File: src/design/wake_pkg.sv
// Shared constants and types for the WAKE CFB stream cipher.
// Used by the controller, datapath and top level.
package wake_pkg;
	localparam logic [1:0] OP_REKEY = 2'd0;
	localparam logic [1:0] OP_IV    = 2'd1;
	localparam logic [1:0] OP_DATA  = 2'd2;

	localparam logic [2:0] REG_KEY0 = 3'd0;
	localparam logic [2:0] REG_KEY1 = 3'd1;
	localparam logic [2:0] REG_KEY2 = 3'd2;
	localparam logic [2:0] REG_KEY3 = 3'd3;
	localparam logic [2:0] REG_MODE = 3'd4;

	localparam logic [31:0] MASK_LO24 = 32'h00ffffff;
	localparam logic [31:0] MASK_B23  = 32'hff7fffff;
	localparam logic [31:0] Z_OR      = 32'h01000001;

	// key schedule table indexes
	localparam logic [8:0] TBL_GEN_LAST  = 9'd255;
	localparam logic [8:0] TBL_ADD_LAST  = 9'd22;
	localparam logic [8:0] TBL_ADD_OFS   = 9'd89;
	localparam logic [8:0] TBL_X_IDX     = 9'd33;
	localparam logic [8:0] TBL_Z_IDX     = 9'd59;
	localparam logic [8:0] TBL_COPY      = 9'd256;
	localparam logic [8:0] TBL_PERM_LAST = 9'd255;

	// datapath commands
	localparam logic [3:0] CMD_NONE   = 4'd0;
	localparam logic [3:0] CMD_LOADK  = 4'd1;  // write key word p, load chain
	localparam logic [3:0] CMD_READ   = 4'd2;  // table read at addr
	localparam logic [3:0] CMD_GEN    = 4'd3;  // table[p] from table[p-4], table[p-1]
	localparam logic [3:0] CMD_ADD    = 4'd4;  // table[p] += table[p+89]
	localparam logic [3:0] CMD_XZ     = 4'd5;  // capture x = t[33], z from t[59]
	localparam logic [3:0] CMD_MASK   = 4'd6;  // masking pass write
	localparam logic [3:0] CMD_COPY   = 4'd7;  // t[256] = t[0], x8 from x
	localparam logic [3:0] CMD_PX     = 4'd8;  // perm: read t[p^x]
	localparam logic [3:0] CMD_PXN    = 4'd9;  // perm: new x, read t[x]
	localparam logic [3:0] CMD_PLO    = 4'd10; // perm: t[p] = t[x], read t[p+1]
	localparam logic [3:0] CMD_PHI    = 4'd11; // perm: t[x] = t[p+1]
	localparam logic [3:0] CMD_BYTE   = 4'd12; // process one CFB byte
	localparam logic [3:0] CMD_MXR    = 4'd13; // mix: read t[s & 0xff]
	localparam logic [3:0] CMD_MIX    = 4'd14; // one chained mix step

	typedef struct packed {
		logic [3:0] cmd;
		logic [8:0] addr;   // table address for read or write
		logic [1:0] sub;    // sub step / chain select
		logic       fb_in;  // feedback is input byte
	} wake_cmd_t;

	function automatic logic [31:0] tt(input logic [2:0] i);
		case (i)
			3'd0: tt = 32'h726a8f3b;
			3'd1: tt = 32'he69a3b5c;
			3'd2: tt = 32'hd3c71fe5;
			3'd3: tt = 32'hab3c73d2;
			3'd4: tt = 32'h4d3a8eb3;
			3'd5: tt = 32'h0396d6e8;
			3'd6: tt = 32'h3d4c2f7a;
			default: tt = 32'h9ee27cf3;
		endcase
	endfunction
endpackage

File: src/design/wake_ctrl.sv
// Sequencer for the WAKE CFB cipher: key schedule steps and byte handling.
// Depends on wake_pkg; drives wake_dp by command structs.
module wake_ctrl import wake_pkg::*; (
	input  logic        clk,
	input  logic        arst_n,
	input  logic        start,
	input  logic [1:0]  op,
	input  logic        mode,
	input  logic        wrap,      // byte position about to wrap
	input  logic        out_full,  // output byte still waiting
	output logic        busy,
	output logic        out_load,
	output wake_cmd_t   cmd
);
	localparam logic [4:0] S_IDLE = 5'd0, S_LK = 5'd1, S_GR0 = 5'd2, S_GR1 = 5'd3,
		S_GW = 5'd4, S_AR0 = 5'd5, S_AR1 = 5'd6, S_AW = 5'd7, S_XR0 = 5'd8,
		S_XR1 = 5'd9, S_XZ = 5'd10, S_MR = 5'd11, S_MW = 5'd12, S_PR0 = 5'd13,
		S_PR1 = 5'd14, S_PW0 = 5'd15, S_PW1 = 5'd16, S_BY = 5'd17, S_MXR = 5'd18,
		S_MXW = 5'd19;

	logic [4:0] state_q;
	logic [8:0] p_q;
	logic [1:0] sub_q;
	logic       fb_q, data_q;
	logic       hold_out;

	// a data byte waits in S_BY until the output register is free
	assign hold_out = data_q && out_full;

	always_ff @(posedge clk or negedge arst_n) begin
		if (!arst_n) begin
			state_q <= S_IDLE;
			p_q <= '0;
			sub_q <= '0;
			fb_q <= 1'b0;
			data_q <= 1'b0;
		end else begin
			unique case (state_q)
				S_IDLE: if (start) begin
					p_q <= '0;
					sub_q <= '0;
					fb_q <= (op == OP_DATA) && mode;
					data_q <= (op == OP_DATA);
					if (op == OP_REKEY) state_q <= S_LK;
					else if (op == OP_IV || op == OP_DATA) state_q <= S_BY;
				end
				S_LK: begin
					p_q <= p_q + 9'd1;
					if (p_q == 9'd3) state_q <= S_GR0;
				end
				S_GR0: state_q <= S_GR1;
				S_GR1: state_q <= S_GW;
				S_GW: begin
					if (p_q == TBL_GEN_LAST) begin
						p_q <= '0;
						state_q <= S_AR0;
					end else begin
						p_q <= p_q + 9'd1;
						state_q <= S_GR0;
					end
				end
				S_AR0: state_q <= S_AR1;
				S_AR1: state_q <= S_AW;
				S_AW: begin
					if (p_q == TBL_ADD_LAST) begin
						p_q <= '0;
						state_q <= S_XR0;
					end else begin
						p_q <= p_q + 9'd1;
						state_q <= S_AR0;
					end
				end
				S_XR0: state_q <= S_XR1;
				S_XR1: state_q <= S_XZ;
				S_XZ: state_q <= S_MR;
				S_MR: state_q <= S_MW;
				S_MW: begin
					// last pass write goes to 256 as copy of 0
					if (p_q == TBL_COPY) begin
						p_q <= '0;
						state_q <= S_PR0;
					end else begin
						p_q <= p_q + 9'd1;
						state_q <= S_MR;
					end
				end
				S_PR0: state_q <= S_PR1;
				S_PR1: state_q <= S_PW0;
				S_PW0: state_q <= S_PW1;
				S_PW1: begin
					if (p_q == TBL_PERM_LAST) state_q <= S_IDLE;
					else begin
						p_q <= p_q + 9'd1;
						state_q <= S_PR0;
					end
				end
				S_BY: if (!hold_out) state_q <= wrap ? S_MXR : S_IDLE;
				S_MXR: state_q <= S_MXW;
				S_MXW: begin
					sub_q <= sub_q + 2'd1;
					if (sub_q == 2'd3) state_q <= S_IDLE;
					else state_q <= S_MXR;
				end
				default: state_q <= S_IDLE;
			endcase
		end
	end

	assign busy = (state_q != S_IDLE);
	assign out_load = (state_q == S_BY) && data_q && !out_full;

	always_comb begin
		cmd.cmd = CMD_NONE;
		cmd.addr = p_q;
		cmd.sub = sub_q;
		cmd.fb_in = fb_q;
		unique case (state_q)
			S_LK:  cmd.cmd = CMD_LOADK;
			S_GR0: begin cmd.cmd = CMD_READ; cmd.addr = p_q - 9'd4; end
			S_GR1: begin cmd.cmd = CMD_READ; cmd.addr = p_q - 9'd1; end
			S_GW:  cmd.cmd = CMD_GEN;
			S_AR0: cmd.cmd = CMD_READ;
			S_AR1: begin cmd.cmd = CMD_READ; cmd.addr = p_q + TBL_ADD_OFS; end
			S_AW:  cmd.cmd = CMD_ADD;
			S_XR0: begin cmd.cmd = CMD_READ; cmd.addr = TBL_X_IDX; end
			S_XR1: begin cmd.cmd = CMD_READ; cmd.addr = TBL_Z_IDX; end
			S_XZ:  cmd.cmd = CMD_XZ;
			S_MR: begin
				cmd.cmd = CMD_READ;
				cmd.addr = (p_q == TBL_COPY) ? 9'd0 : p_q;
			end
			S_MW:  cmd.cmd = (p_q == TBL_COPY) ? CMD_COPY : CMD_MASK;
			S_PR0: cmd.cmd = CMD_PX;
			S_PR1: cmd.cmd = CMD_PXN;
			S_PW0: cmd.cmd = CMD_PLO;
			S_PW1: cmd.cmd = CMD_PHI;
			S_BY:  cmd.cmd = hold_out ? CMD_NONE : CMD_BYTE;
			S_MXR: cmd.cmd = CMD_MXR;
			S_MXW: cmd.cmd = CMD_MIX;
			default: cmd.cmd = CMD_NONE;
		endcase
	end
endmodule

File: config.mk
export PLATFORM = sky130hd
export DESIGN_NAME = wake_ctrl
export DESIGN_NICKNAME = d
export VERILOG_FILES = /design/src/design/wake_pkg.sv /design/src/design/wake_ctrl.sv
export SDC_FILE = /design/constraint.sdc
export NUM_CORES = 1
export LEC_CHECK = 0
export BUFFER_PORTS_ARGS = -buffer_cell sky130_fd_sc_hd__buf_2
export CAP_MARGIN = 25
export CORE_MARGIN = 2
export CORE_UTILIZATION = 60
export CTS_CLUSTER_DIAMETER = 40
export DETAILED_ROUTE_END_ITERATION = 7
export PLACE_DENSITY = 0.82
export REMOVE_ABC_BUFFERS = 1
export SYNTH_ARGS = -nofsm -noshare
export SYNTH_HDL_FRONTEND = slang
export SYNTH_SLANG_ARGS = --single-unit
File: constraint.sdc
create_clock -name clk -period 9.8 [get_ports clk]
set_input_delay 1.96 -clock clk [delete_from_list [all_inputs] [get_ports clk]]
set_output_delay 1.96 -clock clk [all_outputs]
set_load 0.02 [all_outputs]
[Yosys cells after proc, flatten, opt, wreduce, memory -nomap -nowiden]
Cells that the tools add are included.
Operators by class
  $add $sub $neg: 5
  multiply operators: 0
  div/mod/pow operators: 0
  magnitude comparators: 0
  eq/ne operators: 31
  shift operators: 0
  muxes and demuxes: 25
  bitwise gates (word level): 0
  reductions and logical operators: 16
Operators by type and width (number)
  one-hot mux 9 bit (6 select lines): 2
  one-hot mux 5 bit (20 select lines): 1
  2-to-1 mux 9 bit: 6
  one-hot mux 4 bit (13 select lines): 1
  equality test 5 x 4 -> 1 bit (second input constant): 8
  2-to-1 mux 5 bit: 7
  equality test 5 x 3 -> 1 bit (second input constant): 4
  equality test 5 bit (second input constant): 4
  2-to-1 mux 4 bit: 3
  equality test 5 x 2 -> 1 bit (second input constant): 2
  adder 9 x 1 -> 9 bit (second input constant): 1
  adder 9 x 7 -> 9 bit (second input constant): 1
  equality test 9 x 2 -> 1 bit (second input constant): 1
  equality test 9 x 5 -> 1 bit (second input constant): 1
  equality test 9 x 8 -> 1 bit (second input constant): 1
  equality test 9 bit (second input constant): 1
  subtractor 9 x 1 -> 9 bit (second input constant): 1
  subtractor 9 x 3 -> 9 bit (second input constant): 1
  inequality test 2 bit (second input constant): 4
  OR reduction 7 bit: 1
  2-to-1 mux 3 bit: 2
  nonzero test 6 bit: 1
  equality test 5 x 1 -> 1 bit (second input constant): 1
  logical NOT 5 bit: 1
  other kinds (16): 21
Word-level totals
  bits in registers: 18
  latch bits: 0
  memory bits (writable): 0
  ROM bits: 0
  input port bits: 8
  output and inout port bits: 18
  logic and storage cells: 82
  memories kept: 0

[Depth between registers and ports, before layout]
  depth after elaboration: 6
  mapped depth: 10
  gate-level depth less buffers: 9

[Least setup slack after synthesis]
OpenSTA, ideal clock, no wires.
  kind: reg2out
  start point: register state_q[4]
  end point: output cmd[11] in the netlist's numbering
  data arrival time: 2.778 ns
  required time: 7.840 ns
  path slack: 5.062 ns
  cell stages (with the launch flop): 11
  path buffers: 2
  cells stage by stage: dfrtp_1 > buf_2 > buf_2 > nor3b_1 > nand2_1 > fa_1 > a2111o_1 > a211oi_1 > o21bai_1 > xnor2_1 > o211ai_1
RTL lines
  start: declaration: line wake_ctrl.sv:21  | logic [4:0] state_q;
  start signal: assignment: line wake_ctrl.sv:97  | S_BY: if (!hold_out) state_q <= wrap ? S_MXR : S_IDLE;
  end: declaration: line wake_ctrl.sv:13  | output wake_cmd_t cmd

==> summary.txt <==
initial DRC count = 257
total power = 0.912 mW
Rel. slew slack = 43.7%
dpl cells = 336
vias in the first global route = 2032
Detail Route Antenna Nets = 0
core area = 3390 sq um
Min-Delay Path Class = reg2reg
slew of the pin with the lowest slew margin = 0.845 ns
most frequent cells in the layout = 36 x nand2_1, 25 x buf_2, 23 x nor2_1
YS warnings = 0
initial antenna violation count = 0
worst skew pair latency = 0.30 ns
# clock sinks = 18
wire per inst = 16.2 um
crit path kind = reg2out
final setup fails = 0
TritonCTS clock tree = yes
GR Overflow Total = 0
final count of pins violating max slew = 0
cell taking the most area after synthesis = dfrtp_1
Synth top area share = 20.8%
pre-CTS WS = 4.80 ns
Crit Path Max Fanout = 29
Pre-antenna DRT Iters = 5
WHS Endpoint = fb_q
Hold Buf Count CTS = 0
via count = 2219
Synth area leaders = dfrtp_1 21%, ha_1 8.1%, nand2_1 6.3%, o211ai_1 4.9%, o21ai_0 4.2%
Hold WS = 0.489 ns
RSZ-0062 raised after global routing = false
Pwr Density = 400 nW/um^2
drt total wl = 5.50 mm
Die Ht = 64.0 um
die width = 64.0 um
worst hold path depth = 2
Resize count post-CTS = 0
worst-case clock skew = 0.00121 ns
number of synthesized flops with an enable pin = 0
fin nets = 318
drc violations = 0
min setup slack post-route = 4.40 ns
f_max = 0.185 GHz
HP Start = fb_q
syn avg cell area = 7.64 sq um
n_diodes = 0
CTS Buf Count = 3
dpl hpwl = 4.04 mm
Reg2Reg Depth = 9
Die Area = 4100 sq um
post-synthesis sequential area ratio = 20.8%
total track usage = 28.7%
vias per inst = 6.55
PortBufs = 25
Cell Rows = 21
Worst EP required = 7.84 ns
synth unique cells = 64
fin util = 67.3%
FFs w/ async S/R, synth = 100%
static leakage = 0.942 nW
Reg2Reg Capture Point = p_q[2]
fin crit period = 5.40 ns
Post-Syn Area = 2160 sq um
fin crit share = 55.1%
first-pass GRT wire length = 9.49 mm
CTS Root Cell = clkbuf_4
Worst-path clk slew = 0.09 ns
IO Count = 26
H-tree depth = 1
number of synthesized register bits = 18
Max-Cap Viols = 0
CTS Buffer Depth = 2
Worst R2R Start = p_q[2]
cell count after synthesis = 283
layout cells sized above 1 = 14.3%
startpoint type of the worst setup path = register
gpl congestion = 0.943
Worst IR Drop VDD = 0.000235 V
worst reg2reg setup slack = 6.96 ns
Area Overhead vs Synth = 5.62%
Worst Path Arrival = 3.44 ns
crit end category = output port
Starting Density = 63.8%
Synth Flop Type = dfrtp_1
status = complete, no violations
Final Hold Viols = 0
final non-filler cell total = 339
pin count of the biggest net entering global routing = 30
total negative slack = 0 ns
Final Cell Area = 2280 sq um
Area after DPL = 2260 sq um
Post-CTS Setup Inserts = 0
commonest non-fill, non-tap cell in the layout = nand2_1
## critical path, cell delays in order (launching register included)
cell and delay (ns):
dfrtp_1 0.90, nor2b_1 0.28, nand2_1 0.21, fa_1 0.48, a2111o_1 0.45, a211oi_1 0.24, o21bai_1 0.10, xnor2_1 0.13
o211ai_1 0.15, buf_2 0.19
## flip-flops by register name, indices dropped and copies added (netlist names)
register  flops
fb_q          1
data_q        1
state_q       5
sub_q         2
p_q           9
## cell usage after synthesis (6+ instances only)
master    instances
inv_1            18
nor2_1           23
ha_1             14
buf_2             7
clkbuf_1          7
nor2b_1           6
dfrtp_1          18
nand3_1          10
nand2_1          36
o21ai_0          18
o22ai_1           6
nor3b_1           7
o211ai_1         14
a21oi_1          10
nor3_1            7
xnor2_1           7
## report_power, final
group          switching, mW  internal [mW]  total [mW]
logic                  0.400          0.276       0.675
registers             0.0962          0.104       0.200
clock network         0.0224         0.0144      0.0368
total                  0.518          0.394       0.912
## routing by layer
metal  GRT usage [%]  wire length, um  up-vias
li1                -                -     1069
met3            4.93              311       17
met1            38.7             2580     1044
met5               0                0        -
met2            46.9             2500       89
met4            8.70              113        0
## how the worst max path moves through the flow
stage,startpoint,endpoint,slack [ns],cells after the start
3_5_place_dp,state_q[1],cmd[11],4.80,9
2_1_floorplan,state_q[1],cmd[11],5.01,8
4_1_cts,state_q[1],cmd[11],4.46,9
3_3_place_gp,state_q[1],cmd[11],4.84,9
5_1_grt,state_q[1],cmd[11],4.14,9
6_report,state_q[1],cmd[11],4.40,9
## layout make-up
| class | instances | area (sq um) |
|---|---|---|
| clock buffers | 3 | 22.5 |
| well taps | 46 | 57.6 |
| repair buffers | 26 | 133 |
| multi-input cells | 228 | 1550 |
| fillers | 308 | 1110 |
| inverters | 18 | 67.6 |
| flip-flops and latches | 18 | 450 |
## logic make-up after synthesis
kind of cell | Yosys count | synth area share [%]
xor gates and xnor gates | 8 | 3.24
buffers and inverters | 37 | 7.35
DFF | 18 | 20.8
and+or+nand+nor | 114 | 27.4
AOI/OAI and AO/OA | 89 | 31.1
adders and majority gates | 15 | 9.03
muxes | 2 | 0.984
(Power assumes the default switching activity.)
